==> src/design/kls_pkg.sv <==
// Shared definitions for the keymap layer stack engine.
// Command codes, entry types, action codes, sequencer states and the
// result transfer struct; no dependencies.
package kls_pkg;

  // Default geometry
  localparam int KLS_ROWS        = 8;
  localparam int KLS_COLS        = 16;
  localparam int KLS_LAYERS      = 16;
  localparam int KLS_STACK_DEPTH = 8;

  // Table entry width
  localparam int WORD_W = 25;

  // Input commands
  localparam logic [1:0] FN_KEY       = 2'd0;
  localparam logic [1:0] FN_LED       = 2'd1;
  localparam logic [1:0] FN_WR_KEYMAP = 2'd2;
  localparam logic [1:0] FN_WR_COMP   = 2'd3;

  // Entry types; the codes above ET_COMMAND act as none
  localparam logic [3:0] ET_NONE     = 4'd0;
  localparam logic [3:0] ET_KEY      = 4'd1;
  localparam logic [3:0] ET_MOD      = 4'd2;
  localparam logic [3:0] ET_MOUSE    = 4'd3;
  localparam logic [3:0] ET_CONSUMER = 4'd4;
  localparam logic [3:0] ET_SYSTEM   = 4'd5;
  localparam logic [3:0] ET_LAYER    = 4'd6;
  localparam logic [3:0] ET_LOCK     = 4'd7;
  localparam logic [3:0] ET_UNLOCK   = 4'd8;
  localparam logic [3:0] ET_BASE_PP  = 4'd9;
  localparam logic [3:0] ET_BASE_SET = 4'd10;
  localparam logic [3:0] ET_COMMAND  = 4'd11;

  // Output actions
  localparam logic [2:0] ACT_KEY      = 3'd0;
  localparam logic [2:0] ACT_MOD      = 3'd1;
  localparam logic [2:0] ACT_MOUSE    = 3'd2;
  localparam logic [2:0] ACT_CONSUMER = 3'd3;
  localparam logic [2:0] ACT_SYSTEM   = 3'd4;
  localparam logic [2:0] ACT_COMMAND  = 3'd5;
  localparam logic [2:0] ACT_LEDS     = 3'd6;
  localparam logic [2:0] ACT_LOCK     = 3'd7;

  // LED bits and lock states
  localparam logic [2:0] LOCK_ON        = 3'b001;
  localparam logic [2:0] LOCK_OFF       = 3'b000;
  localparam logic [2:0] LED_CAPS       = 3'b010;
  localparam logic [2:0] LED_NUM_SCROLL = 3'b101;

  // Fixed layers driven by host LED reports
  localparam logic [3:0] LAYER_NUM_LOCK  = 4'd2;
  localparam logic [3:0] LAYER_CAPS_LOCK = 4'd4;
  localparam logic [3:0] LAYER_DEFAULT   = 4'd0;

  typedef enum logic [3:0] {
    ST_IDLE,
    ST_KEY,
    ST_KEY_REL,
    ST_ENTRY,
    ST_COMP_A,
    ST_COMP_A_EX,
    ST_COMP_B_EX,
    ST_LED_NUM,
    ST_LED_BASE,
    ST_LED_EMIT,
    ST_FLUSH
  } seq_state_t;

  // One result from the sequencer, or the end-of-item marker
  typedef struct packed {
    logic       valid;
    logic       flush;
    logic [2:0] action;
    logic [7:0] code;
    logic [7:0] mods;
    logic       act_pressed;
    logic [2:0] led_value;
  } emit_t;

  // Press record control
  typedef struct packed {
    logic set;
    logic clear;
  } press_ctl_t;

endpackage

==> src/design/kls_outbuf.sv <==
// Result buffer: holds one result back so the final one of an item
// can be marked last, then drives the strobed result ports; uses kls_pkg.
module kls_outbuf
  import kls_pkg::*;
(
  input  logic       clk,
  input  logic       rst,
  input  emit_t      em,
  output logic       strobe,
  output logic [2:0] action,
  output logic [7:0] code,
  output logic [7:0] mods,
  output logic       act_pressed,
  output logic [2:0] led_value,
  output logic       last
);

  emit_t pend;
  logic  pend_valid;

  // Control: strobe and held-result flag
  always_ff @(posedge clk) begin
    if (rst) begin
      strobe     <= 1'b0;
      pend_valid <= 1'b0;
    end else begin
      strobe <= pend_valid && (em.valid || em.flush);
      if (em.valid) begin
        pend_valid <= 1'b1;
      end else if (em.flush) begin
        pend_valid <= 1'b0;
      end
    end
  end

  // Payload: a new result pushes the held one out, a flush ends the item
  always_ff @(posedge clk) begin
    if (em.valid) begin
      pend <= em;
    end
    if (em.valid || em.flush) begin
      action      <= pend.action;
      code        <= pend.code;
      mods        <= pend.mods;
      act_pressed <= pend.act_pressed;
      led_value   <= pend.led_value;
      last        <= !em.valid;
    end
  end

endmodule

==> config.mk <==
export PLATFORM = sky130hd
export DESIGN_NAME = kls_outbuf
export DESIGN_NICKNAME = d
export VERILOG_FILES = /design/src/design/kls_pkg.sv /design/src/design/kls_outbuf.sv
export SDC_FILE = /design/constraint.sdc
export NUM_CORES = 1
export LEC_CHECK = 0
export ABC_AREA = 1
export BUFFER_PORTS_ARGS = -buffer_cell sky130_fd_sc_hd__clkbuf_2
export CAP_MARGIN = 20
export CORE_MARGIN = 4
export CORE_UTILIZATION = 43
export DETAILED_ROUTE_END_ITERATION = 7
export PLACE_DENSITY = 0.76
export SETUP_SLACK_MARGIN = 0.2
export SLEW_MARGIN = 30
export SYNTH_ARGS = -nofsm -noshare
export SYNTH_HDL_FRONTEND = slang
export SYNTH_SLANG_ARGS = --single-unit
==> constraint.sdc <==
create_clock -name clk -period 1.05 [get_ports clk]
set_input_delay 0.21 -clock clk [delete_from_list [all_inputs] [get_ports clk]]
set_output_delay 0.21 -clock clk [all_outputs]
set_load 0.01 [all_outputs]
* Word-level counts from Yosys, hierarchy flattened
Index checks and enable logic that the tools add are counted.
W data, S select, Z words.
** Storage, ports and cells
- Word-level logic and storage cells :: 19
- Register bits after elaboration :: 49
- Output and inout bits :: 25
- Input port bits :: 27
** Operators by class
- Mux-type cells :: 2
- Reductions and logical operators :: 4
** Operator list (count)
- $mux W1 :: 2
- $reduce_bool A2 Y1 :: 1
- $logic_and A1 B1 Y1 :: 1
- $logic_not A1 Y1 :: 1
- $logic_or A1 B1 Y1 :: 1

* Depth between registers and ports, before layout
- Depth in word-level cells :: 2
- Gate-level depth with buffers :: 3

* Worst setup path before layout
No wires, ideal clock.
- Kind :: input to register
- From :: in em[24] (netlist bit)
- To :: reg act_pressed (enable)
- Arrival time :: 0.722 ns
- Path buffers :: 0
- Stages on the path :: 2
- Data required time :: 0.671 ns
- Setup time :: 0.379 ns
- Path slack :: -0.051 ns
- Cell sequence :: nor2_2 inv_1
** On the way
- Longest elaborated chain between the ends :: 1
** RTL lines
- from (decl) :: RTL line kls_outbuf.sv:8 : input emit_t em,
- $logic_or A1 B1 Y1 :: RTL line kls_outbuf.sv:41 : if (em.valid || em.flush) begin
- to (signal assigned) :: RTL line kls_outbuf.sv:45 : act_pressed <= pend.act_pressed;
- to (decl) :: RTL line kls_outbuf.sv:13 : output logic act_pressed,
Every way passes these cells.
A chain may end at the register's enable or synchronous reset.

* Final worst setup path
- From :: reg action[1]
- To :: out action[1]
** RTL lines
- from (decl) :: RTL line kls_outbuf.sv:10 : output logic [2:0] action,
- from (signal assigned) :: RTL line kls_outbuf.sv:42 : action <= pend.action;
No word-level cell between the ends.

==> flow_results.org <==
** STA
- Unrepaired setup endpoints after global routing :: true
- Slew HR :: 89.34%
- Highest Clock Rate :: 0.9217 GHz
- Hold Violations, Final :: 0
- After layout, the worst setup slack is -0.03492 ns.
- Subtracting the final worst setup slack from the clock period gives 1.085 ns.
- Final count of negative-setup-slack endpoints :: 21
- The total count of max-transition violations in the final report was 0.
- For the final database, setup skew stands at 0.006604 ns.
- For the pin with the worst max-slew slack, the measured transition is 0.1600 ns.
- Dividing the final minimum period by the clock period gives 103.3%.

** Cells and area
- The repair_antennas step left the layout with diodes totalling 0.
- Finished Layout Cells :: 169
- The final layout contains ~150 nets.
- Fill cells in the final layout number 274.
- Utilization of the core after routing :: between 50% and 60%
- Footprint of the flip-flops and latches :: about 1500 um2
- Area of combinational cells with multiple inputs :: 33.78 um2
- The post-route netlist has a little over half of its cells at a drive strength greater than 1.
- Compared with the post-synthesis result, the final layout area differs by 29.96%.

** Critical path
- Critical path start-end classification :: reg2out
- Worst endpoint data arrival time :: about 0.87 ns
- On the worst path, the slowest cell contributes a delay of around 0.40 ns.
- Largest fanout on the critical path :: 1
- The critical path goes through clkbuf_2.
- Slowest cell on the critical path :: sky130_fd_sc_hd__edfxtp_1
- The worst setup path is launched from a flip-flop.
- The startpoint identified for the worst register-to-register timing path is pend[13].
- Startpoint of the most critical setup path :: action[1]
- The worst setup path is captured at a primary output.
- Req. time, crit path :: ~0.84 ns
- Crit path buf inv count :: 1
- Among cell families on the critical path, the largest total delay comes from flip-flops.

** Global route
- First-pass GRT wire length :: 3.091 mm
- For this run, global-route usage on met3 was measured as 4.047%.
- Fraction of met1 tracks used by global routing :: a little under an eighth
- After global routing, the most crowded layer is met2.
- Antenna violations before repair :: 0
- Met2 global-route usage :: 15.84%
- Vias in the first global route :: 668
- Summed over all layers, the global routing overflow is 0.
- In the global route stage, overall resource usage came out at 9.978%.
- Entering global routing, the biggest net connects 25 pins.

** Route
- The pre-antenna-repair detailed-routing pass consisted of 4 iterations.
- Number of DRC violations after detailed routing :: 0
- Number of antenna-violating nets in the routed design :: 0
- Wire per inst :: 12.92 um
- After detailed routing, the number of vias per cell comes to ~4.2.
- For this block, the initial DRC count from the detailed router was 16.
- Routed wire length :: 2.184 mm
- Vias :: 712

** Die
- Core Region :: 3337 um2
- Effective utilization at floorplan :: 44.81%
- For this design the top-level I/O count stands at between 50 and 60.
- In this run the horizontal extent of the chip is between 60 and 70 um.
- Chip height :: between 60 and 70 um
- The floorplan step defined a die boundary enclosing 4484 um2.
- The initialized floorplan defines 21 standard-cell rows.

** Synthesis
- A synthesized cell averages 25.34 um2.
- The number of nets in the synthesized netlist is 86.
- After synthesis, the largest area contributor takes up 94.39% of total cell area.
- The share of the Yosys chip area taken by registers is 97.07%.
- The largest total area in the synthesized netlist belongs to sky130_fd_sc_hd__edfxtp_1.
- Number of synthesized register bits :: about 50
- Summing every instance area after synthesis gives around 1500 um2.
- By area the synthesized netlist is led by sky130_fd_sc_hd__edfxtp_1, sky130_fd_sc_hd__dfxtp_1, sky130_fd_sc_hd__inv_1, sky130_fd_sc_hd__nor2_2, sky130_fd_sc_hd__nand2_1.
- Gate count of the mapped netlist :: 59
- Number of unique standard cell types used by synthesis :: 6
- The Yosys step of the flow raised 0 warnings.

** Pwr
- The share of total power dissipated in the clock network is between 20% and 30%.
- Internal Dissipation :: ~3 mW
- Per report_power, the sequential group accounts for 65.3% of the total.
- Net Sw Power :: 0.6916 mW
- The worst-case IR drop observed on VDD is 0.9867 mV.
- In this run switching power makes up 19.01% of total power.
- Static Leak :: 0.8019 nW
- Part of the total power dissipated in combinational logic :: 7.0%
- Total power per unit cell area :: roughly 1900 nW/um2

** Run status
- The flow ran to the end, but the final reports show violations.
- The final reports fail on setup timing.

** Placed design
- DP HPWL :: 1.687 mm
- Including well taps, the total number of placed cells is 161.
- Input and output buffers added on the ports amount to just over 50.
- Setup Slack @ Placement :: 0.001461 ns
- Gpl congestion :: 0.6165

** Clock network
- Clock tree synthesis inserted a total of 5 buffers.
- In this run the number of H-tree levels came out at 2.
- At the later pin of the worst-skew pair, clock insertion delay measures approximately 0.33 ns.
- CTS Root Cell :: sky130_fd_sc_hd__clkbuf_4
- Maximum buffer depth of the clock tree :: 2
- For this design, the sink count on the clock tree is 49.
- Number of buffers inserted for hold repair after clock tree synthesis :: 0
- Clock tree from TritonCTS :: built
- Clock input transition at the sequential cells of the worst setup and hold paths :: around 0.13 ns

** Flow run
- # Max-Cap Violations :: 0

** Hold path
- The tightest min-delay check is of the in2reg type.
- The worst hold path begins at em[14].
==> layout make-up <==
cell class | count | area share (%)
tap | 46 | 2.962
sequential | 49 | 74.69
clock inverter | 2 | 1.803
timing repair buffer | 56 | 15.71
clock buffer | 6 | 2.125
multi-input combinational | 6 | 1.739
inverter | 4 | 0.9659
==> Yosys cell counts, drive strengths merged <==
cell	count
nand3	1
dfxtp	2
inv	4
nor2	2
nand2	3
edfxtp	47
==> cell families (layout without fill, tap and decap cells) <==
group	after synthesis	after routing	synth area share [%]
buffers and inverters	4	68	1.004
DFF	49	49	97.07
and+or+nand+nor	6	6	1.924
==> stage by stage <==
step / cell area, um2 / TNS, ns / total power, mW / hold WS (ns)
6_report: 1943 / -0.3382 / 3.638 / 0.03049
2_1_floorplan: 1504 / 0 / 2.491 / 0.3089
5_1_grt: 1943 / -1.582 / 3.786 / 0.008553
3_3_place_gp: 1867 / 0 / 2.672 / 0.3890
3_5_place_dp: 1867 / 0 / 2.686 / 0.3886
4_1_cts: 1943 / -0.7969 / 3.674 / 0.02325
==> routing by layer <==
layer  wire length, um  part of all wire [%]
met3               189                   8.7
met1               845                    39
met4                47                   2.2
met2              1102                    50
met5                 0                     0
==> registers in the layout (all words and copies together) (netlist names) <==
register,count
pend_valid,1
act_pressed,1
code,8
last,1
mods,8
action,3
led_value,3
strobe,1
pend,23
==> worst paths after layout <==
kind / slack [ns] / cells past startpoint / endpoint
min: 0.03 / 1 / pend[14]
min reg2reg: 0.43 / 0 / action[0]
max reg2reg: 0.41 / 0 / code[1]
max: -0.03 / 1 / action[1]
==> cells in the final DEF, fill, tap and decap left out, types with 2 or more instances in the layout <==
| master | n |
|---|---|
| sky130_fd_sc_hd__clkbuf_2 | 49 |
| sky130_fd_sc_hd__edfxtp_1 | 47 |
| sky130_fd_sc_hd__clkbuf_4 | 5 |
| sky130_fd_sc_hd__buf_4 | 4 |
| sky130_fd_sc_hd__inv_1 | 3 |
| sky130_fd_sc_hd__nand2_1 | 3 |
| sky130_fd_sc_hd__buf_2 | 2 |
| sky130_fd_sc_hd__dfxtp_1 | 2 |
==> power by group through the flow <==
stage               Combinational, mW  Sequential (mW)  Clock, mW
global placement                0.256             2.42          0
floorplan                      0.0246             2.47          0
finish                          0.254             2.38       1.01
detailed placement              0.260             2.43          0
CTS                             0.261             2.38       1.03
global route                    0.278             2.39       1.12
==> what timing repair did <==
item | 4_1_cts | 5_1_grt
gates resized for setup | 0 | 2
buffers inserted | 0 | 0
endpoints found under the setup margin | 25 | 25
pin swaps | 0 | 0
Note: power is estimated with default switching activity, not from simulation.
