## config.mk

```make
export PLATFORM = sky130hd
export DESIGN_NAME = kls_press
export DESIGN_NICKNAME = d
export VERILOG_FILES = /design/src/design/kls_pkg.sv /design/src/design/kls_press.sv
export SDC_FILE = /design/constraint.sdc
export NUM_CORES = 1
export LEC_CHECK = 0
export ABC_AREA = 1
export BUFFER_PORTS_ARGS = -buffer_cell sky130_fd_sc_hd__buf_2
export CAP_MARGIN = 20
export CORE_MARGIN = 3
export CORE_UTILIZATION = 55
export CTS_CLUSTER_SIZE = 10
export DETAILED_ROUTE_END_ITERATION = 8
export PLACE_DENSITY = 0.71
export SLEW_MARGIN = 20
export SYNTH_ARGS = -nofsm -noshare
export SYNTH_HDL_FRONTEND = slang
export SYNTH_SLANG_ARGS = --single-unit
```

## constraint.sdc

```tcl
create_clock -name clk -period 3 [get_ports clk]
set_input_delay 0.45 -clock clk [delete_from_list [all_inputs] [get_ports clk]]
set_output_delay 0.45 -clock clk [all_outputs]
set_load 0.005 [all_outputs]
```

## src/design/kls_pkg.sv

```systemverilog
// Shared definitions for the keymap layer stack engine.
// Command codes, entry types, action codes, sequencer states and the
// result transfer struct; no dependencies.
package kls_pkg;

  // Default geometry
  localparam int KLS_ROWS        = 8;
  localparam int KLS_COLS        = 16;
  localparam int KLS_LAYERS      = 16;
  localparam int KLS_STACK_DEPTH = 8;

  // Table entry width
  localparam int WORD_W = 25;

  // Input commands
  localparam logic [1:0] FN_KEY       = 2'd0;
  localparam logic [1:0] FN_LED       = 2'd1;
  localparam logic [1:0] FN_WR_KEYMAP = 2'd2;
  localparam logic [1:0] FN_WR_COMP   = 2'd3;

  // Entry types; the codes above ET_COMMAND act as none
  localparam logic [3:0] ET_NONE     = 4'd0;
  localparam logic [3:0] ET_KEY      = 4'd1;
  localparam logic [3:0] ET_MOD      = 4'd2;
  localparam logic [3:0] ET_MOUSE    = 4'd3;
  localparam logic [3:0] ET_CONSUMER = 4'd4;
  localparam logic [3:0] ET_SYSTEM   = 4'd5;
  localparam logic [3:0] ET_LAYER    = 4'd6;
  localparam logic [3:0] ET_LOCK     = 4'd7;
  localparam logic [3:0] ET_UNLOCK   = 4'd8;
  localparam logic [3:0] ET_BASE_PP  = 4'd9;
  localparam logic [3:0] ET_BASE_SET = 4'd10;
  localparam logic [3:0] ET_COMMAND  = 4'd11;

  // Output actions
  localparam logic [2:0] ACT_KEY      = 3'd0;
  localparam logic [2:0] ACT_MOD      = 3'd1;
  localparam logic [2:0] ACT_MOUSE    = 3'd2;
  localparam logic [2:0] ACT_CONSUMER = 3'd3;
  localparam logic [2:0] ACT_SYSTEM   = 3'd4;
  localparam logic [2:0] ACT_COMMAND  = 3'd5;
  localparam logic [2:0] ACT_LEDS     = 3'd6;
  localparam logic [2:0] ACT_LOCK     = 3'd7;

  // LED bits and lock states
  localparam logic [2:0] LOCK_ON        = 3'b001;
  localparam logic [2:0] LOCK_OFF       = 3'b000;
  localparam logic [2:0] LED_CAPS       = 3'b010;
  localparam logic [2:0] LED_NUM_SCROLL = 3'b101;

  // Fixed layers driven by host LED reports
  localparam logic [3:0] LAYER_NUM_LOCK  = 4'd2;
  localparam logic [3:0] LAYER_CAPS_LOCK = 4'd4;
  localparam logic [3:0] LAYER_DEFAULT   = 4'd0;

  typedef enum logic [3:0] {
    ST_IDLE,
    ST_KEY,
    ST_KEY_REL,
    ST_ENTRY,
    ST_COMP_A,
    ST_COMP_A_EX,
    ST_COMP_B_EX,
    ST_LED_NUM,
    ST_LED_BASE,
    ST_LED_EMIT,
    ST_FLUSH
  } seq_state_t;

  // One result from the sequencer, or the end-of-item marker
  typedef struct packed {
    logic       valid;
    logic       flush;
    logic [2:0] action;
    logic [7:0] code;
    logic [7:0] mods;
    logic       act_pressed;
    logic [2:0] led_value;
  } emit_t;

  // Press record control
  typedef struct packed {
    logic set;
    logic clear;
  } press_ctl_t;

endpackage

```

## src/design/kls_press.sv

```systemverilog
// Per-key record of the layer used at press time.
// Layer numbers in a synchronous memory, valid bits in flops; uses kls_pkg.
module kls_press
  import kls_pkg::*;
#(
  parameter int ROWS   = KLS_ROWS,
  parameter int COLS   = KLS_COLS,
  parameter int LAYERS = KLS_LAYERS,
  localparam int KEYS  = ROWS * COLS,
  localparam int KW    = (KEYS > 1) ? $clog2(KEYS) : 1,
  localparam int LW    = $clog2(LAYERS)
) (
  input  logic          clk,
  input  logic          rst,
  input  press_ctl_t    ctl,
  input  logic [KW-1:0] idx,
  input  logic [LW-1:0] wdata,
  output logic          hit,
  output logic [LW-1:0] rdata
);

  logic [KEYS-1:0] valid;
  logic [LW-1:0]   mem [KEYS];

  assign hit = valid[idx];

  // Valid bits
  always_ff @(posedge clk) begin
    if (rst) begin
      valid <= '0;
    end else if (ctl.set) begin
      valid[idx] <= 1'b1;
    end else if (ctl.clear) begin
      valid[idx] <= 1'b0;
    end
  end

  // Layer memory, registered read
  always_ff @(posedge clk) begin
    if (ctl.set) begin
      mem[idx] <= wdata;
    end
    rdata <= mem[idx];
  end

endmodule

```

; Yosys cells after proc, flatten, opt, wreduce, memory -nomap -nowiden
; Memory sizes are Yosys's and may differ from the RTL's. A register that Yosys moved wholly into a read port is not among the register bits.
; Cells that the tools add are included.
[word_totals]
elab_cells = 17
ramBits = 512
reg_bits = 128
n_memories = 1
out_inout_bits = 5
input_bits = 15
[mem_list]
columns = name, depth, word_bits, rd, rd_clocked_by_memory_dff, wr, line_no
row1 = mem, 128, 4, 1, 1, 1, kls_press.sv:23  ; logic [LW-1:0] mem [KEYS];
[op_classes]
muxes = 8
bitwise = 3
n_reduce_logical = 2
n_lt_le_gt_ge = 2
[ops]
columns = op, count
row1 = 2-to-1 mux 128 bit, 2
row2 = AND 128 bit, 1
row3 = NOT 128 bit, 1
row4 = bitwise OR 128 bit, 1
row5 = "less-than comparator 7 x 8 -> 1 bit, second input constant", 1
row6 = binary-select mux 1 bit (select 7 bit), 1
row7 = demux 1 bit (select 7 bit), 1
row8 = "greater-or-equal comparator 7 x 1 -> 1 bit, second input constant", 1
row9 = 2-to-1 mux 1 bit, 4
row10 = nonzero test 2 bit, 1
row11 = logical AND 1 bit, 1

; Logic depth before layout (Yosys ltp)
; Gate-level depths: netlist of the first run.
[depth]
depth_word = 8
mapped_depth = 16
depth_no_buf = 13

; Worst setup path before layout of the first run
; Ideal clock, no wire load.
[synth_timing]
kind = input port to output port
from = input port idx[0]
to = output port hit
path_stages = 16
required_ns = 2.550
path_buffers = 3
slack_ns = 0.868
arrival_time_ns = 1.682
path_cell_list = buf_2 inv_2 buf_2 clkbuf_1 nand2_1 nand2_1 nand2_1 nand2_1 nand2_1 nand2_1 nand2_1 nand2_1 nor2_1 nor2_1 nor2_1 nand2_1
[synth_between]
elab_chain_cells = 2
[synth_rtl]
columns = item, line_no
row1 = start: declaration, kls_press.sv:16  ; input logic [KW-1:0] idx,
row2 = binary-select mux 1 bit (select 7 bit), kls_press.sv:25  ; assign hit = valid[idx];
row3 = 2-to-1 mux 1 bit (implied by the code), kls_press.sv:25
row4 = end: declaration, kls_press.sv:18  ; output logic hit,
; Every way passes these cells. The select of a mux whose other input is x is not followed.

; Worst setup path after layout of the first run
[layout_timing]
from = input port idx[1]
to = output port hit
; The elaborated chain is that of the path after synthesis.

==> impl_metrics.json, run 1 <==
{
  "grt_pass1_vias": 22078,
  "path_cells": "buf_4, inv_4, buf_4, nand2_1, nand2_1, nand2_1, nand2_1, nand2_1, nand2_1, nor2_1, nor2_1, nor2_1, nand2_1, buf_2",
  "routed_wl_mm": 77.62,
  "drtAntennaViolNets": 0,
  "route.detailed.drc": 0,
  "hold_viol": 0,
  "place_congestion": 0.8998,
  "hold_depth": 4,
  "portBuffers": 19,
  "r2r-end": "rdata[2]$_DFF_P_",
  "die-area_mm2": 0.05482,
  "ioPinCount": 20,
  "yosysSeqAreaShare_pct": 62.94,
  "synth_common_cells": "nand2_1 (1,765), edfxtp_1 (512), nor2_1 (249)",
  "r2r_slack_ns": 1.24,
  "synth-compound-area-share_pct": 3.112,
  "hp-class": "input port to flop",
  "first_pass_iters": 6,
  "h-tree-depth": 3,
  "finalSetupViolCount": 0,
  "end_kind": "output port",
  "grt_pass1_wl_mm": 120.6,
  "antenna_cells": 0,
  "p_comb_share_pct": 6.7,
  "holdBufCountCts": 0,
  "slowest_delay_ns": 0.33,
  "grt.overflow.total": 0,
  "ir_drop_uv": 361.1,
  "via_per_inst": 5.575,
  "layout-drive-gt1-share_pct": 7.899,
  "die_x_um": 234.1,
  "leakage_nw": 13.38,
  "finClkSkew_ns": 0.01681,
  "track_usage_pct": 28.78,
  "yosys.area.top_type": "edfxtp_1",
  "cts_tree": "yes",
  "synthTopCellsByArea": "edfxtp_1 (54%), nand2_1 (23%), dfxtp_1 (9.2%), nor2_1 (3.3%), a21oi_1 (2.3%)",
  "synth_area_mm2": 0.02862,
  "grt_max_degree": 127,
  "worstMarginPinSlew_ns": 0.7910,
  "powerDensity_mw_per_mm2": 601.6,
  "synth_top_family_by_area": "simple AND/OR/NAND/NOR gates",
  "async_flop_share_pct": 0,
  "core_mm2": 0.05079,
  "numCtsBuffers": 75,
  "switchingPower_mw": 4.382,
  "ys_warn_count": 0,
  "syn2layout_area_growth_pct": 11.84,
  "synth_xor_xnor_area_share_pct": 0,
  "synth_cell_types": 25,
  "cts_setup_buffers": 0,
  "die_height_um": 234.1,
  "synth_cells": 3308,
  "slew_headroom_pct": 47.27,
  "antenna_found_initial": 2,
  "fmax_mhz": 343.7,
  "clk_pin_slew_ns": 0.05,
  "post-route-util_pct": 63.04,
  "cp_common_cell": "nand2_1",
  "finalCriticalPeriod_ns": 2.909,
  "root_buffer": "clkbuf_16",
  "synth.avg_cell_area_um2": 8.653,
  "yosys_register_bits": 644,
  "synth_edf_count": 512,
  "cp_max_fo": 19,
  "path_class": "input port to output port",
  "timing.final.crit_share_pct": 96.98,
  "routedWlPerCell_um": 19.16,
  "cts_num_sinks": 644,
  "hold_start": "ctl[0]",
  "cts_max_path_buffers": 3,
  "drv_cap": 0,
  "synth_nets": 3323,
  "synth_top_cell_area_share_pct": 53.71,
  "num_rows": 82,
  "clock_latency_ns": 0.62,
  "clock_power_share_pct": 43.1,
  "nets": 3337,
  "hpwl_mm": 47.81,
  "start_kind": "input port",
  "p_sw_share_pct": 22.75,
  "p_seq_share_pct": 50.2,
  "p_int_mw": 14.88,
  "synth_most_common_cell": "nand2_1",
  "arrival_ns": 2.46,
  "synthSimpleGateAreaFrac_pct": 29.35,
  "rsz0062_at_grt": "false",
  "reg2reg_from": "mem[42][2]$_DFFE_PP_",
  "vias": 22588,
  "r2r_cells": 9,
  "cp_slowest_cell": "nor2_1",
  "muxShareOfSynthArea_pct": 0,
  "status": "finished, final reports clean",
  "slew_viol_final": 0,
  "start_util_pct": 56.36,
  "synth_ff_type": "edfxtp_1",
  "drt-initial-drc-count": 2585,
  "synth_fa_ha_area_share_pct": 0,
  "cts.repair.resized": 0,
  "critical_path_required_ns": 2.55,
  "final.setup.tns_ns": 0
}
power groups by stage:
stage          sequential, mW  clock (mW)  combinational, mW
2_1_floorplan            9.86           0              0.679
3_3_place_gp             9.86           0               1.23
3_5_place_dp             9.86           0               1.25
4_1_cts                  9.68        8.39               1.26
5_1_grt                  9.67        8.74               1.39
6_report                 9.68        8.30               1.28
per-stage QoR:
| stage | instances | setup slack (ns) | instance area, µm² | hold slack (ns) | total power, mW |
|---|---|---|---|---|---|
| global placement | 3917 | 0.2755 | 29810 | 0.4516 | 11.09 |
| finish | 4052 | 0.09063 | 32010 | 0.1760 | 19.26 |
| detailed placement | 3917 | 0.2819 | 29810 | 0.4567 | 11.11 |
| CTS | 4052 | 0.2644 | 32010 | 0.1581 | 19.33 |
| global route | 4052 | 0.04432 | 32010 | 0.1859 | 19.80 |
| floorplan | 3308 | 0.8680 | 28630 | 0.4389 | 10.54 |
metal layers:
metal / global-route usage, % / wire length [µm]
met5: 0 / 26
met4: 11.61 / 2870
met3: 6.693 / 8404
met2: 45.97 / 35740
met1: 38.28 / 30570
cells in the final DEF, fill, tap and decap left out, types with 2 or more instances in the layout:
master,instances
nor2_2,16
buf_4,70
buf_12,24
nor2_1,249
a21oi_1,134
clkinv_2,2
buf_2,12
nand2_1,1764
clkinv_1,3
o21ai_0,40
clkbuf_16,79
nor2_4,5
dfxtp_1,132
edfxtp_1,512
clkbuf_1,52
inv_2,38
inv_4,2
inv_1,105
nand3_1,118
or2_2,13
critical path: cells and delay by family:
family / cells / cell delay, ns
buffers and inverters: 4 / 0.83
AND/OR/NAND/NOR: 10 / 1.15
worst max path at each step:
stage          startpoint   to  slack (ns)  cells after the start
2_1_floorplan      idx[0]  hit        0.87                     16
3_3_place_gp       idx[1]  hit        0.28                     14
3_5_place_dp       idx[1]  hit        0.28                     14
4_1_cts            idx[1]  hit        0.26                     14
5_1_grt            idx[1]  hit        0.04                     14
6_report           idx[1]  hit        0.09                     14
final cells by class:
cell class / instances / area (µm²)
fill: 4049 / 18770
timing repair buffer: 107 / 1081
multi-input combinational: 2345 / 9299
inverter: 149 / 573.1
clock inverter: 3 / 17.52
clock buffer: 132 / 2186
sequential: 644 / 18020
tap: 672 / 840.8
kinds of logic after synthesis:
| group | Yosys count |
|---|---|
| compound gates | 177 |
| buf+inv | 319 |
| simple gates | 2168 |
| flops | 644 |
(Power assumes the default switching activity.)
==> run 2: changes to the inputs <==
- CORE_MARGIN: 3 -> 5
- MAX_ROUTING_LAYER: unset -> met4
==> run 2 against run 1 <==
Register-to-register slack got worse by 0.13 ns. Sequential power about the same. Sequential cell count unchanged. First-iteration DRC count decreased by 7.5%. Largest cell class unchanged. Setup slack improved by 0.15 ns.
==> impl_metrics.json, run 2 (synthesized netlist as in run 1, its figures left out) <==
{
  "status": "finished, final reports clean",
  "rsz0062_at_grt": "false",
  "finClkSkew_ns": 0.02123,
  "die-area_mm2": 0.05671,
  "start_util_pct": 55.68,
  "p_sw_share_pct": 22.77,
  "grt_max_degree": 127,
  "slew_viol_final": 0,
  "gr-usage-met3_pct": 5.791,
  "grt_pass1_wl_mm": 117.8,
  "h-tree-depth": 3,
  "drv_cap": 0,
  "p_int_mw": 14.91,
  "met2_usage_pct": 42.52,
  "use_met1_pct": 35.22,
  "cts.repair.resized": 0,
  "routedWlPerCell_um": 18.84,
  "vias": 22290,
  "hpwl_mm": 47.05,
  "route.detailed.drc": 0,
  "final.setup.tns_ns": 0,
  "die_x_um": 238.1,
  "grt_pass1_vias": 21574,
  "finalCriticalPeriod_ns": 2.764,
  "num_rows": 83,
  "final_cell_mix": "nand2_1 (1,764), edfxtp_1 (512), nor2_1 (249), a21oi_1 (134), dfxtp_1 (132)",
  "die_height_um": 238.1,
  "layout-drive-gt1-share_pct": 7.870,
  "cts_tree": "yes",
  "syn2layout_area_growth_pct": 11.89,
  "final_common_cell": "nand2_1",
  "leakage_nw": 13.38,
  "arrival_ns": 2.31,
  "track_usage_pct": 27.35,
  "timing.final.crit_share_pct": 92.12,
  "via_per_inst": 5.489,
  "worstMarginPinSlew_ns": 0.8674,
  "clock_power_share_pct": 43.3,
  "root_buffer": "clkbuf_16",
  "cts_num_sinks": 644,
  "finalPower_mw": 19.31,
  "cp_max_fo": 33,
  "nets": 3335,
  "drt-initial-drc-count": 2390,
  "cts_setup_buffers": 0,
  "numCtsBuffers": 75,
  "critical_path_required_ns": 2.55,
  "grt_busiest_layer": "met2",
  "place_congestion": 0.9494,
  "hold_viol": 0,
  "portBuffers": 19,
  "grt.overflow.total": 0,
  "p_seq_share_pct": 50.1,
  "antenna_found_initial": 1,
  "cts_max_path_buffers": 3,
  "powerDensity_mw_per_mm2": 602.9,
  "routed_wl_mm": 76.50,
  "finalSetupViolCount": 0,
  "path_class": "input port to output port",
  "start_kind": "input port",
  "clock_latency_ns": 0.61,
  "slew_headroom_pct": 42.17,
  "holdBufCountCts": 0,
  "drtAntennaViolNets": 0,
  "clk_pin_slew_ns": 0.05,
  "p_comb_share_pct": 6.6,
  "end_kind": "output port",
  "ir_drop_uv": 430.4,
  "core_mm2": 0.05141,
  "switchingPower_mw": 4.398,
  "ioPinCount": 20,
  "fmax_mhz": 361.8,
  "hp-class": "input port to flop",
  "first_pass_iters": 5
}
[run 2: cell count changes in the layout (fill, tap and decap cells not counted)]
cell,before,now
clkbuf_1,52,54
buf_4,70,68
clkbuf_8,1,2
diode_2,0,1
clkinv_1,3,2
[run 2: stage by stage]
step | utilization, % | hold WS (ns) | instance area [µm²] | setup slack [ns] | std cells
after floorplan | - | 0.4389 | 28630 | 0.8680 | 3308
after CTS | 62.30 | 0.1337 | 32030 | 0.3009 | 4060
final | 62.31 | 0.1575 | 32030 | 0.2363 | 4061
after global routing | 62.31 | 0.1786 | 32030 | 0.1571 | 4061
after global placement | 57.98 | 0.4497 | 29810 | 0.3108 | 3923
after detailed placement | 57.98 | 0.4571 | 29810 | 0.3373 | 3923
[run 2: critical path: stages]
cell     delay, ns
buf_8         0.20
inv_8         0.15
buf_12        0.21
nand2_1       0.07
nand2_1       0.06
nand2_1       0.07
nand2_1       0.06
nand2_1       0.05
nand2_1       0.08
nand2_1       0.06
nand2_1       0.06
nor2_1        0.14
nor2_1        0.07
nor2_1        0.21
nand2_1       0.17
buf_2         0.16
[run 2: cell type report]
| type | instances | area [µm²] |
|---|---|---|
| clock buffers | 135 | 2207 |
| clock inverters | 2 | 13.76 |
| flip-flops and latches | 644 | 18020 |
| fillers | 4248 | 19380 |
| multi-input cells | 2345 | 9299 |
| well taps | 680 | 850.8 |
| repair buffers | 105 | 1066 |
| inverters | 149 | 573.1 |
| diodes | 1 | 2.502 |
[run 2: final timing paths]
path	to	startpoint	cells after the start	slack, ns
hold / removal	flop	ctl[1]	3	0.16
setup / recovery	hit	idx[0]	16	0.24
setup reg to reg	rdata[2]$_DFF_P_	mem[40][2]$_DFFE_PP_	9	1.11
hold reg to reg	flop	flop	2	0.47
[run 2: layer usage]
metal / up-vias / wire [µm]
met1: 10496 / 30750
met2: 1027 / 35500
met5: - / 0
li1: 10578 / -
met4: 0 / 2946
met3: 189 / 7304
[run 2: power by group through the flow]
| stage | logic, mW | registers, mW | clock network [mW] |
|---|---|---|---|
| floorplan | 0.679 | 9.86 | 0 |
| global placement | 1.23 | 9.86 | 0 |
| detailed placement | 1.24 | 9.86 | 0 |
| CTS | 1.25 | 9.68 | 8.44 |
| global route | 1.37 | 9.67 | 8.84 |
| finish | 1.28 | 9.68 | 8.36 |
