[config.mk]
export PLATFORM = sky130hd
export DESIGN_NAME = kls_seq
export DESIGN_NICKNAME = d
export VERILOG_FILES = /design/src/design/kls_pkg.sv /design/src/design/kls_seq.sv
export SDC_FILE = /design/constraint.sdc
export NUM_CORES = 1
export LEC_CHECK = 0
export ABC_AREA = 0
export BUFFER_PORTS_ARGS = -buffer_cell sky130_fd_sc_hd__buf_2
export CORE_MARGIN = 5
export CORE_UTILIZATION = 35
export CTS_CLUSTER_DIAMETER = 40
export CTS_CLUSTER_SIZE = 20
export DETAILED_ROUTE_END_ITERATION = 10
export PLACE_DENSITY = 0.59
export SETUP_SLACK_MARGIN = 0.02
export SLEW_MARGIN = 20
export SYNTH_ARGS = -nofsm -noshare
export SYNTH_HDL_FRONTEND = slang
export SYNTH_SLANG_ARGS = --single-unit
export TNS_END_PERCENT = 1
[constraint.sdc]
create_clock -name clk -period 6.3 [get_ports clk]
set_input_delay 1.575 -clock clk [delete_from_list [all_inputs] [get_ports clk]]
set_output_delay 1.575 -clock clk [all_outputs]
set_load 0.05 [all_outputs]
[src/design/kls_pkg.sv]
// Shared definitions for the keymap layer stack engine.
// Command codes, entry types, action codes, sequencer states and the
// result transfer struct; no dependencies.
package kls_pkg;

  // Default geometry
  localparam int KLS_ROWS        = 8;
  localparam int KLS_COLS        = 16;
  localparam int KLS_LAYERS      = 16;
  localparam int KLS_STACK_DEPTH = 8;

  // Table entry width
  localparam int WORD_W = 25;

  // Input commands
  localparam logic [1:0] FN_KEY       = 2'd0;
  localparam logic [1:0] FN_LED       = 2'd1;
  localparam logic [1:0] FN_WR_KEYMAP = 2'd2;
  localparam logic [1:0] FN_WR_COMP   = 2'd3;

  // Entry types; the codes above ET_COMMAND act as none
  localparam logic [3:0] ET_NONE     = 4'd0;
  localparam logic [3:0] ET_KEY      = 4'd1;
  localparam logic [3:0] ET_MOD      = 4'd2;
  localparam logic [3:0] ET_MOUSE    = 4'd3;
  localparam logic [3:0] ET_CONSUMER = 4'd4;
  localparam logic [3:0] ET_SYSTEM   = 4'd5;
  localparam logic [3:0] ET_LAYER    = 4'd6;
  localparam logic [3:0] ET_LOCK     = 4'd7;
  localparam logic [3:0] ET_UNLOCK   = 4'd8;
  localparam logic [3:0] ET_BASE_PP  = 4'd9;
  localparam logic [3:0] ET_BASE_SET = 4'd10;
  localparam logic [3:0] ET_COMMAND  = 4'd11;

  // Output actions
  localparam logic [2:0] ACT_KEY      = 3'd0;
  localparam logic [2:0] ACT_MOD      = 3'd1;
  localparam logic [2:0] ACT_MOUSE    = 3'd2;
  localparam logic [2:0] ACT_CONSUMER = 3'd3;
  localparam logic [2:0] ACT_SYSTEM   = 3'd4;
  localparam logic [2:0] ACT_COMMAND  = 3'd5;
  localparam logic [2:0] ACT_LEDS     = 3'd6;
  localparam logic [2:0] ACT_LOCK     = 3'd7;

  // LED bits and lock states
  localparam logic [2:0] LOCK_ON        = 3'b001;
  localparam logic [2:0] LOCK_OFF       = 3'b000;
  localparam logic [2:0] LED_CAPS       = 3'b010;
  localparam logic [2:0] LED_NUM_SCROLL = 3'b101;

  // Fixed layers driven by host LED reports
  localparam logic [3:0] LAYER_NUM_LOCK  = 4'd2;
  localparam logic [3:0] LAYER_CAPS_LOCK = 4'd4;
  localparam logic [3:0] LAYER_DEFAULT   = 4'd0;

  typedef enum logic [3:0] {
    ST_IDLE,
    ST_KEY,
    ST_KEY_REL,
    ST_ENTRY,
    ST_COMP_A,
    ST_COMP_A_EX,
    ST_COMP_B_EX,
    ST_LED_NUM,
    ST_LED_BASE,
    ST_LED_EMIT,
    ST_FLUSH
  } seq_state_t;

  // One result from the sequencer, or the end-of-item marker
  typedef struct packed {
    logic       valid;
    logic       flush;
    logic [2:0] action;
    logic [7:0] code;
    logic [7:0] mods;
    logic       act_pressed;
    logic [2:0] led_value;
  } emit_t;

  // Press record control
  typedef struct packed {
    logic set;
    logic clear;
  } press_ctl_t;

endpackage

[src/design/kls_seq.sv]
// Item sequencer: key lookup, layer stack, modifier and group state.
// Drives the table and press memories and hands results to kls_outbuf;
// uses kls_pkg.
module kls_seq
  import kls_pkg::*;
#(
  parameter int ROWS        = KLS_ROWS,
  parameter int COLS        = KLS_COLS,
  parameter int LAYERS      = KLS_LAYERS,
  parameter int STACK_DEPTH = KLS_STACK_DEPTH,
  localparam int KEYS       = ROWS * COLS,
  localparam int DEPTH      = LAYERS * KEYS,
  localparam int KW         = (KEYS > 1) ? $clog2(KEYS) : 1,
  localparam int AW         = $clog2(DEPTH),
  localparam int LW         = $clog2(LAYERS),
  localparam int SW         = $clog2(STACK_DEPTH)
) (
  input  logic              clk,
  input  logic              rst,
  input  logic              start,
  input  logic [1:0]        func,
  input  logic [2:0]        row,
  input  logic [3:0]        col,
  input  logic              pressed,
  input  logic [2:0]        leds,
  output logic              busy,
  output press_ctl_t        press_ctl,
  output logic [KW-1:0]     press_idx,
  output logic [LW-1:0]     press_wdata,
  input  logic              press_hit,
  input  logic [LW-1:0]     press_rdata,
  output logic [AW-1:0]     km_raddr,
  input  logic [WORD_W-1:0] km_rdata,
  output logic [LW-1:0]     cp_raddr,
  input  logic [WORD_W-1:0] cp_rdata,
  output emit_t             em
);

  typedef enum logic [1:0] {LOP_NONE, LOP_PUSH, LOP_POP, LOP_BASE} layer_op_t;

  localparam logic [SW-1:0] TOP_FULL = SW'(STACK_DEPTH - 1);

  // Layer number modulo LAYERS, as a constant table over the 4-bit field
  function automatic logic [LW-1:0] wrap_layer(input logic [3:0] v);
    logic [LW-1:0] r;
    r = '0;
    for (int i = 0; i < 16; i++) begin
      if (v == 4'(i)) r = LW'(i % LAYERS);
    end
    return r;
  endfunction

  function automatic logic [AW-1:0] km_addr(input logic [LW-1:0] layer,
                                            input logic [KW-1:0] key);
    return AW'(layer) * AW'(KEYS) + AW'(key);
  endfunction

  seq_state_t    state, state_next;
  seq_state_t    ret, ret_next;
  logic [LW-1:0] stack [STACK_DEPTH];
  logic [LW-1:0] stack_next [STACK_DEPTH];
  logic [SW-1:0] top, top_next;
  logic [LW-1:0] base, base_next;
  logic [7:0]    amods, amods_next;
  logic          ig, ig_next;
  logic          num, num_next;
  logic [LW-1:0] comp_a, comp_a_next;
  logic [LW-1:0] comp_b, comp_b_next;

  // Latched item
  logic [2:0] it_row;
  logic [3:0] it_col;
  logic       it_pressed;
  logic [2:0] it_leds;

  logic          take;
  logic          in_range;
  logic [KW-1:0] kidx;

  // Leaf execution
  logic [WORD_W-1:0] lf_word;
  logic              lf_pressed;
  logic              lf_hit;
  emit_t             lf_em;
  logic [7:0]        lf_amods;
  logic              lf_ig;

  // Layer stack operation request
  layer_op_t     lop;
  logic [LW-1:0] lop_arg;
  seq_state_t    lop_after;

  assign take      = start && (state == ST_IDLE);
  assign busy      = (state != ST_IDLE);
  assign in_range  = (int'(it_row) < ROWS) && (int'(it_col) < COLS);
  assign kidx      = KW'(it_row) * KW'(COLS) + KW'(it_col);
  assign press_idx = kidx;
  assign press_wdata = stack[top];
  assign km_raddr  = km_addr((state == ST_KEY_REL) ? press_rdata : stack[top], kidx);
  assign cp_raddr  = (state == ST_COMP_A_EX) ? comp_b : comp_a;

  // Non-layer entry types: emit at most one action, update modifiers and group flag
  always_comb begin
    lf_word    = (state == ST_ENTRY) ? km_rdata : cp_rdata;
    lf_pressed = (state == ST_ENTRY) ? it_pressed : (state == ST_COMP_B_EX);
    lf_em      = '0;
    lf_amods   = amods;
    lf_ig      = ig;
    lf_hit     = 1'b1;
    lf_em.code        = lf_word[11:4];
    lf_em.act_pressed = lf_pressed;
    case (lf_word[3:0])
      ET_KEY: begin
        lf_em.valid  = 1'b1;
        lf_em.action = ACT_KEY;
        lf_em.mods   = lf_pressed ? lf_word[19:12] : (lf_word[19:12] & ~amods);
        if (lf_word[20]) lf_ig = lf_pressed;
      end
      ET_MOD: begin
        lf_em.valid  = 1'b1;
        lf_em.action = ACT_MOD;
        lf_em.mods   = lf_word[19:12];
        lf_amods     = lf_pressed ? (amods | lf_word[19:12]) : (amods & ~lf_word[19:12]);
        if (lf_word[20]) lf_ig = lf_pressed;
      end
      ET_MOUSE: begin
        lf_em.valid  = 1'b1;
        lf_em.action = ACT_MOUSE;
      end
      ET_CONSUMER: begin
        lf_em.valid  = 1'b1;
        lf_em.action = ACT_CONSUMER;
      end
      ET_SYSTEM: begin
        lf_em.valid  = 1'b1;
        lf_em.action = ACT_SYSTEM;
      end
      ET_COMMAND: begin
        lf_em.valid  = lf_pressed;
        lf_em.action = ACT_COMMAND;
      end
      default: begin
        lf_hit = 1'b0;
      end
    endcase
  end

  // Next state and outputs
  always_comb begin
    state_next  = state;
    ret_next    = ret;
    stack_next  = stack;
    top_next    = top;
    base_next   = base;
    amods_next  = amods;
    ig_next     = ig;
    num_next    = num;
    comp_a_next = comp_a;
    comp_b_next = comp_b;
    press_ctl   = '0;
    em          = '0;
    lop         = LOP_NONE;
    lop_arg     = '0;
    lop_after   = ST_FLUSH;

    case (state)
      ST_IDLE: begin
        if (start) begin
          case (func)
            FN_KEY:  state_next = ST_KEY;
            FN_LED:  state_next = ST_LED_NUM;
            default: state_next = ST_IDLE;
          endcase
        end
      end
      // Record or recall the press layer; on a press the keymap read goes out here
      ST_KEY: begin
        if (!in_range) begin
          state_next = ST_FLUSH;
        end else if (it_pressed) begin
          press_ctl.set = 1'b1;
          state_next    = ST_ENTRY;
        end else if (!press_hit) begin
          state_next = ST_FLUSH;
        end else begin
          press_ctl.clear = 1'b1;
          state_next      = ST_KEY_REL;
        end
      end
      ST_KEY_REL: begin
        state_next = ST_ENTRY;
      end
      // Execute the keymap entry
      ST_ENTRY: begin
        state_next = ST_FLUSH;
        em         = lf_em;
        amods_next = lf_amods;
        ig_next    = lf_ig;
        if (!lf_hit) begin
          case (km_rdata[3:0])
            ET_LAYER: begin
              lop     = it_pressed ? LOP_PUSH : LOP_POP;
              lop_arg = wrap_layer(km_rdata[24:21]);
            end
            ET_LOCK: begin
              if (it_pressed) begin
                em.valid       = 1'b1;
                em.action      = ACT_LOCK;
                em.code        = '0;
                em.mods        = '0;
                em.act_pressed = 1'b1;
                em.led_value   = LOCK_ON;
                stack_next[0]  = wrap_layer(km_rdata[24:21]);
              end
            end
            ET_UNLOCK: begin
              if (it_pressed) begin
                em.valid       = 1'b1;
                em.action      = ACT_LOCK;
                em.code        = '0;
                em.mods        = '0;
                em.act_pressed = 1'b1;
                em.led_value   = LOCK_OFF;
                stack_next[0]  = base;
              end
            end
            ET_BASE_PP: begin
              lop     = it_pressed ? LOP_PUSH : LOP_POP;
              lop_arg = base;
            end
            ET_BASE_SET: begin
              if (it_pressed) begin
                lop     = LOP_BASE;
                lop_arg = wrap_layer(km_rdata[24:21]);
              end
            end
            default: ;
          endcase
        end
      end
      // Companion pair: release old layer's entry, then press new one's
      ST_COMP_A: begin
        state_next = ST_COMP_A_EX;
      end
      ST_COMP_A_EX: begin
        em         = lf_em;
        amods_next = lf_amods;
        ig_next    = lf_ig;
        state_next = ST_COMP_B_EX;
      end
      ST_COMP_B_EX: begin
        em         = lf_em;
        amods_next = lf_amods;
        ig_next    = lf_ig;
        state_next = ret;
      end
      // Host LED report: num lock layer, caps lock base, indicator LEDs
      ST_LED_NUM: begin
        state_next = ST_LED_BASE;
        lop_after  = ST_LED_BASE;
        if (it_leds[0] && !num) begin
          num_next = 1'b1;
          lop      = LOP_PUSH;
          lop_arg  = wrap_layer(LAYER_NUM_LOCK);
        end else if (!it_leds[0] && num) begin
          num_next = 1'b0;
          lop      = LOP_POP;
        end
      end
      ST_LED_BASE: begin
        state_next = ST_LED_EMIT;
        lop_after  = ST_LED_EMIT;
        if (!ig) begin
          lop     = LOP_BASE;
          lop_arg = wrap_layer(it_leds[1] ? LAYER_CAPS_LOCK : LAYER_DEFAULT);
        end
      end
      ST_LED_EMIT: begin
        em.valid     = 1'b1;
        em.action    = ACT_LEDS;
        em.led_value = ig ? ((it_leds & LED_NUM_SCROLL) | LED_CAPS) : it_leds;
        state_next   = ST_FLUSH;
      end
      ST_FLUSH: begin
        em.flush   = 1'b1;
        state_next = ST_IDLE;
      end
      default: begin
        state_next = ST_IDLE;
      end
    endcase

    // Layer stack operations; each sets up a companion pair when it changes layers
    case (lop)
      LOP_PUSH: begin
        if (top != TOP_FULL) begin
          comp_a_next               = stack[top];
          comp_b_next               = lop_arg;
          top_next                  = top + 1'b1;
          stack_next[top + 1'b1]    = lop_arg;
          ret_next                  = lop_after;
          state_next                = ST_COMP_A;
        end else begin
          state_next = lop_after;
        end
      end
      LOP_POP: begin
        if (top == '0) begin
          comp_a_next   = stack[0];
          comp_b_next   = base;
          stack_next[0] = base;
        end else begin
          comp_a_next = stack[top];
          comp_b_next = stack[top - 1'b1];
          top_next    = top - 1'b1;
        end
        ret_next   = lop_after;
        state_next = ST_COMP_A;
      end
      LOP_BASE: begin
        for (int i = 0; i < STACK_DEPTH; i++) begin
          if ((SW'(i) <= top) && (stack[i] == base)) stack_next[i] = lop_arg;
        end
        base_next = lop_arg;
        if (stack[top] == base) begin
          comp_a_next = base;
          comp_b_next = lop_arg;
          ret_next    = lop_after;
          state_next  = ST_COMP_A;
        end else begin
          state_next = lop_after;
        end
      end
      default: ;
    endcase
  end

  // State register
  always_ff @(posedge clk) begin
    if (rst) begin
      state <= ST_IDLE;
    end else begin
      state <= state_next;
    end
  end

  // Engine control state
  always_ff @(posedge clk) begin
    if (rst) begin
      for (int i = 0; i < STACK_DEPTH; i++) stack[i] <= '0;
      top   <= '0;
      base  <= '0;
      amods <= '0;
      ig    <= 1'b0;
      num   <= 1'b0;
      ret   <= ST_FLUSH;
    end else begin
      stack <= stack_next;
      top   <= top_next;
      base  <= base_next;
      amods <= amods_next;
      ig    <= ig_next;
      num   <= num_next;
      ret   <= ret_next;
    end
  end

  // Companion layers and latched item
  always_ff @(posedge clk) begin
    comp_a <= comp_a_next;
    comp_b <= comp_b_next;
    if (take) begin
      it_row     <= row;
      it_col     <= col;
      it_pressed <= pressed;
      it_leds    <= leds;
    end
  end

endmodule

Word-level counts from Yosys, hierarchy flattened:

Cells that the tools add are included.

* word-level logic and storage cells: 286
* bits in registers: 76
* output and inout bits: 54
* input port bits: 71

* $add $sub $neg: 4
* bitwise operators: 8
* multiplexer cells: 123
* reductions and logical operators: 42
* magnitude comparators: 12
* equality and inequality tests: 76

Operator list (number)
* $mux W4: 64
* $pmux W4 S3: 7
* $mux W23: 3
* $eq A4 B4 Y1 const B: 15
* $pmux W28 S2: 1
* $eq A4 B3 Y1 const B: 12
* $pmux W23 S2: 1
* $eq A4 B4 Y1: 9
* $pmux W4 S9: 1
* $pmux W17 S2: 1
* $bwmux W32: 1
* $eq A3 B4 Y1 const B: 8
* $mux W32: 1
* $reduce_and A3 Y1: 10
* $bmux W4 S3: 2
* $eq A4 B2 Y1 const B: 6
* $mux W21: 1
* $ne A2 B2 Y1 const B: 10
* $mux W2: 9
* $pmux W3 S2: 3
* $and A8 B8 Y8: 2
* $mux W8: 2
* $not A8 Y8: 2
* $pmux W8 S2: 1
* other kinds (42): 93

Depth between registers and ports, before layout:

Gate-level depths: netlist of run 1.

* depth in word-level cells: 23
* depth in mapped cells: 11

Worst setup path before layout of run 1:

Ideal clock, no wire load.

* kind: input to output
* start: input port km_rdata[2]
* end: output port em[10] (netlist bit)
* data required time: 4.725 ns
* arrival time: 4.259 ns
* buffers on the path: 3
* cell stages on the path: 9
* path slack: 0.466 ns
* cells stage by stage: buf_2 and4b_1 clkbuf_1 or2_2 a31oi_1 o21ai_1 or2_1 clkbuf_1 a211oi_1

RTL lines
* start: declaration: line kls_seq.sv:33 `input logic [WORD_W-1:0] km_rdata,`
* end: declaration: line kls_seq.sv:36 `output emit_t em`

==> out/qor.yml, run 1 <==
cts_tree: "done"
postCtsSetupBuffers: 0
hp-class: "flip-flop to flip-flop"
drc_errors: 0
synth_top_flop_cell: "sky130_fd_sc_hd__dfxtp_1"
chip_height_um: 138.3
post-route-min-period_ns: 5.323
grt_setup_unrepaired: "no"
synth.yosys.seq_area_share_pct: 29.04
timing.final.setup_violations: 0
postSynth.asyncResetShare_pct: 0
largest_net_degree_at_the_start_of_global_routing: 56
worst-slew-pin-transition_ns: 1.088
fin_nets: 849
worst_clock_skew_on_the_final_layout_ns: 0.005190
clock_sink_total: 74
postLayoutCoreUtil_pct: 41.72
clock_latency_ns: 0.34
post-route-period-util_pct: 84.49
post_synth.cell_area_avg_um2: 8.367
r2r-end: "ret[0]"
floorplan.core_area_um2: 16000
setup_slack_ns: 0.9768
width_of_the_die_um: 138.3
synth-edff-count: 19
clkSlewWorstSetupHoldPaths_ns: 0.06
r2r.worst_path.cells: 8
die-area_um2: 19110
critical_path_end: "em[7]"
maxSlewViolCount: 0
final_hold_viol_count: 0
critPathLaunch: "km_rdata[0]"
power.static_leakage_nw: 2.730
syn-num-nets: 766
clock-root-buffer: "sky130_fd_sc_hd__clkbuf_16"
gpl.final_weighted_congestion: 0.9026
crit_required_ns: 4.72
place_worst_setup_slack_ns: 0.9971
worstReg2RegStart: "state[0]"
timing.reg2reg.setup_slack_ns: 2.72
detailedRoute.firstPassIterationCount: 5
yosysTopAreaCell: "sky130_fd_sc_hd__dfxtp_1"
number_of_warnings_reported_in_the_yosys_synthesis_log: 0
initialDrtViolationCount: 420
timing.slew.headroom_pct: 27.49
cts_made_buffers: 9
cts-resized-gates: 0
number_of_antenna_violations_at_the_first_check_in_global_routing: 1
share_of_final_layout_standard_cells_stronger_than_drive_strength_1_pct: 23.58
setup_total_negative_slack_ns: 0
crit_path_max_fanout: 9
route.final.wire_length_mm: 16.96
power-per-cell-area_nw_per_um2: 313.9
synth.ff_latch_count: 74
outcome: "finished clean"
post_dr_wirelength_cell_um: 17.08
critical_path_class: "primary input to primary output"
post_synth_instance_area_um2: 5757
via_count: 5313
h-tree-depth: 3
layout.cells.most_common: "sky130_fd_sc_hd__buf_2"
detailed_place_hpwl_mm: 12.12
timing.max_cap.violations: 0
critPathCaptureType: "primary output"
grt_first_pass_wirelength_mm: 27.11
ir_worst_vdd_mv: 0.1755
synth_top_area_share_pct: 19.13
timing.critical_path.from_type: "primary input"
detail_route.vias_per_cell: 5.350
synthDistinctLibCells: 76
most_frequent_cells_in_the_layout: "120 x sky130_fd_sc_hd__buf_2, 91 x sky130_fd_sc_hd__nor2_1, 68 x sky130_fd_sc_hd__nand2_1, 62 x sky130_fd_sc_hd__mux2i_1, 55 x sky130_fd_sc_hd__dfxtp_1"
total_number_of_placement_rows: 46
grt_usage_pct: 17.25
syn-instance-count: 688
grt_pass1_vias: 4886
cts_buffer_depth: 2
initial_utilization_pct: 35.98
area.growth.synth_to_final_pct: 15.95
max_fclk_mhz: 187.9
io-pin-count: 125
post_cts_hold_buffer_count: 0
critical_path_arrival_ns: 3.75
grt_overflow: 0
drtAntennaViolNets: 0
yosys-top-cells-area: "sky130_fd_sc_hd__dfxtp_1 19%, sky130_fd_sc_hd__mux2i_1 11%, sky130_fd_sc_hd__edfxtp_1 9.9%"
portBuffers: 120
worst min path at each step:
| stage | to | slack [ns] | cells after the start |
|---|---|---|---|
| floorplan | flip-flop | 0.46 | 2 |
| global route | stack[9] | 0.53 | 2 |
| detailed placement | flip-flop | 0.49 | 2 |
| finish | flip-flop | 0.49 | 2 |
| global placement | flip-flop | 0.48 | 2 |
| CTS | flip-flop | 0.50 | 2 |
critical path: stages:
cell                       delay, ns
sky130_fd_sc_hd__buf_2          0.14
sky130_fd_sc_hd__nor4b_1        0.70
sky130_fd_sc_hd__or2_2          0.26
sky130_fd_sc_hd__a31oi_1        0.09
sky130_fd_sc_hd__o21ai_1        0.17
sky130_fd_sc_hd__buf_4          0.19
sky130_fd_sc_hd__or2_1          0.29
sky130_fd_sc_hd__a211oi_1       0.09
sky130_fd_sc_hd__buf_2          0.24
power by group:
| part | internal, W | switching [W] | total (W) | leakage [nW] |
|---|---|---|---|---|
| logic | 0.000299 | 0.000700 | 0.000999 | 1.98 |
| clock network | 0.000262 | 0.000200 | 0.000462 | 0.128 |
| registers | 0.000549 | 0.0000857 | 0.000635 | 0.625 |
| total | 0.00111 | 0.000985 | 0.00210 | 2.73 |
logic make-up (layout without fill, tap and decap cells):
family | Yosys count | count (layout) | synth area share (%)
AND/OR/NAND/NOR | 259 | 259 | 22.67
AO/OA/AOI/OAI | 152 | 152 | 17.97
multiplexers | 82 | 82 | 16.50
flip-flops | 74 | 74 | 29.04
buffers and inverters | 73 | 161 | 6.064
XOR/XNOR | 41 | 41 | 6.238
adder cells (fa/ha/maj) | 7 | 7 | 1.521
other | 0 | 1 | 0
stage by stage:
step	std cells	power, W	hold WS, ns	instance area [um^2]
2_1_floorplan	688	0.001419	0.4613	5757
3_3_place_gp	975	0.001641	0.4773	6410
3_5_place_dp	975	0.001643	0.4874	6410
4_1_cts	991	0.002105	0.5008	6665
5_1_grt	993	0.002214	0.5298	6675
6_report	993	0.002096	0.4930	6675
layer usage:
layer / up-vias / global-route usage [%] / part of all wire [%]
met5: - / 0 / 0
met4: 0 / 6.656 / 2.1
met3: 23 / 2.724 / 5.6
met2: 155 / 27.21 / 47
met1: 2503 / 23.77 / 45
li1: 2632 / - / -
synthesized netlist by cell type (13+ instances only):
library cell and instances:
sky130_fd_sc_hd__nor2_1 91, sky130_fd_sc_hd__nand2_1 68, sky130_fd_sc_hd__mux2i_1 62, sky130_fd_sc_hd__dfxtp_1 55
sky130_fd_sc_hd__a21oi_1 48, sky130_fd_sc_hd__clkbuf_1 30, sky130_fd_sc_hd__o21ai_0 23, sky130_fd_sc_hd__xnor2_1 22
sky130_fd_sc_hd__edfxtp_1 19, sky130_fd_sc_hd__xor2_1 19, sky130_fd_sc_hd__a211oi_1 15, sky130_fd_sc_hd__buf_2 15
sky130_fd_sc_hd__inv_1 13, sky130_fd_sc_hd__nand3_1 13
cell type report:
| cell class | instances | area [um^2] |
|---|---|---|
| Sequential cell | 74 | 1672 |
| Tap cell | 216 | 270.3 |
| Antenna cell | 1 | 2.502 |
| Clock inverter | 5 | 22.52 |
| Timing Repair Buffer | 132 | 690.7 |
| Inverter | 13 | 48.80 |
| Fill cell | 1691 | 9325 |
| Multi-Input combinational cell | 541 | 3736 |
| Clock buffer | 11 | 232.7 |
Note: power is estimated with default switching activity, not from simulation.
==> run 2, diff against run 1 <==
Settings changed: PLACE_DENSITY 0.59 to 0.62.
Clock period 6.3 ns to 4.73 ns, I/O delays scaled along.
==> out/qor.yml, run 2 (synthesized netlist as in run 1, its figures left out) <==
io-pin-count: 125
fin_nets: 858
critical_path_class: "primary input to primary output"
drc_errors: 0
largest_net_degree_at_the_start_of_global_routing: 56
post_dr_wirelength_cell_um: 16.86
clock-root-buffer: "sky130_fd_sc_hd__clkbuf_16"
timing.final.setup_violations: 0
ir_worst_vdd_mv: 0.2603
most_frequent_cells_in_the_layout: "120 x sky130_fd_sc_hd__buf_2, 91 x sky130_fd_sc_hd__nor2_1, 68 x sky130_fd_sc_hd__nand2_1, 62 x sky130_fd_sc_hd__mux2i_1, 55 x sky130_fd_sc_hd__dfxtp_1"
clock_latency_ns: 0.34
worst_path_max_delay_cell: "sky130_fd_sc_hd__or2_1"
width_of_the_die_um: 138.3
outcome: "finished clean"
layout.cells.most_common: "sky130_fd_sc_hd__buf_2"
postCtsSetupBuffers: 0
hp-class: "flip-flop to flip-flop"
power.static_leakage_nw: 2.791
multi_input_area_um2: 3736
grt_usage_pct: 17.17
crit_required_ns: 3.55
grt_first_pass_wirelength_mm: 27.08
max_fclk_mhz: 227.5
post_cts_hold_buffer_count: 0
initial_utilization_pct: 35.98
detailedRoute.firstPassIterationCount: 5
cp_cell_sequence: "buf_2, and4b_1, or2_2, a31oi_1, o21ai_1, or2_1, a211oi_1, buf_2"
chip_height_um: 138.3
worst_clock_skew_on_the_final_layout_ns: 0.007164
layout.filler_cells: 1658
timing.slew.headroom_pct: 23.69
die-area_um2: 19110
timing.critical_path.from_type: "primary input"
worst-slew-pin-transition_ns: 1.145
worst_path_largest_cell_delay_ns: 0.35
h-tree-depth: 3
share_of_final_layout_standard_cells_stronger_than_drive_strength_1_pct: 24.71
final_hold_viol_count: 0
drtAntennaViolNets: 0
portBuffers: 120
detailed_place_hpwl_mm: 12.18
cts_buffer_depth: 2
cts_made_buffers: 9
clock_sink_total: 74
clkSlewWorstSetupHoldPaths_ns: 0.05
initialDrtViolationCount: 482
timing.critical_path.buf_inv: 2
post-route-min-period_ns: 4.395
layout.area.seq_um2: 1672
gpl.final_weighted_congestion: 0.8772
floorplan.core_area_um2: 16000
area.growth.synth_to_final_pct: 17.60
cp_top_family: "simple AND/OR/NAND/NOR gates"
cts-resized-gates: 0
power-per-cell-area_nw_per_um2: 424.1
antennaDiodeCount: 0
route.final.wire_length_mm: 16.88
grt_setup_unrepaired: "no"
cp_common_cell: "sky130_fd_sc_hd__buf_2"
cts_tree: "done"
critical_path_arrival_ns: 3.21
timing.hold.ws_ns: 0.4928
timing.max_cap.violations: 0
grt_overflow: 0
grt_pass1_vias: 5054
setup_total_negative_slack_ns: 0
crit_path_max_fanout: 10
maxSlewViolCount: 0
critPathCaptureType: "primary output"
number_of_antenna_violations_at_the_first_check_in_global_routing: 0
detail_route.vias_per_cell: 5.395
total_number_of_placement_rows: 46
via_count: 5400
post-route-period-util_pct: 92.91
==> run 2: cell count changes in the layout (fill, tap and decap cells not counted) <==
cell,previous run,this run
sky130_fd_sc_hd__bufinv_16,0,1
sky130_fd_sc_hd__buf_4,12,21
sky130_fd_sc_hd__clkinvlp_4,0,1
sky130_fd_sc_hd__diode_2,1,0
sky130_fd_sc_hd__clkbuf_1,2,0
==> run 2: final cells by class <==
cell class	instances	share of cell area, %
flip-flops and latches	74	24.69
clock inverters	7	0.8871
repair buffers	141	11.20
inverters	13	0.7208
multi-input cells	541	55.18
well taps	216	3.992
clock buffers	9	3.327
==> run 2: worst reg2reg max path, delay by kind of cell, from the launching register on <==
family	cells	cell delay (ns)
and+or+nand+nor	4	0.69
adders and majority gates	1	0.74
muxes	1	0.23
DFF	1	0.78
buffers and inverters	1	0.27
AOI/OAI and AO/OA	1	0.29
==> run 2: routing by layer <==
layer,GRT usage (%),vias up,share of wire [%]
met1,22.65,2554,45
met3,3.172,33,5.3
met4,6.708,0,2.9
li1,-,2648,-
met2,27.90,165,47
met5,0,-,0
==> run 2: worst paths after layout <==
path | from | to | slack (ns) | cells after the start
worst min register to register | flip-flop | flip-flop | 0.49 | 2
worst max-delay path | km_rdata[3] | em[6] | 0.34 | 8
worst min-delay path | flip-flop | flip-flop | 0.49 | 2
worst max register to register | top[0] | stack[3] | 1.60 | 8
==> run 2: per-stage QoR <==
stage          worst slack (ns)  power [W]  instance area (um^2)  cells  utilization (%)
3_5_place_dp             0.3647   0.002210                  6485    985            40.53
4_1_cts                  0.3483   0.002882                  6770   1001            42.31
5_1_grt                  0.1719   0.003026                  6770   1001            42.31
2_1_floorplan           -0.3193   0.001890                  5757    688                -
3_3_place_gp             0.4107   0.002205                  6485    985            40.53
6_report                 0.3352   0.002872                  6770   1001            42.31
==> run 2: report_power, final <==
part / switching, W / internal, W / total (W)
Sequential: 0.0000573 / 0.000732 / 0.000789
Combinational: 0.000998 / 0.000420 / 0.00142
Clock: 0.000263 / 0.000401 / 0.000665
Total: 0.00132 / 0.00155 / 0.00287
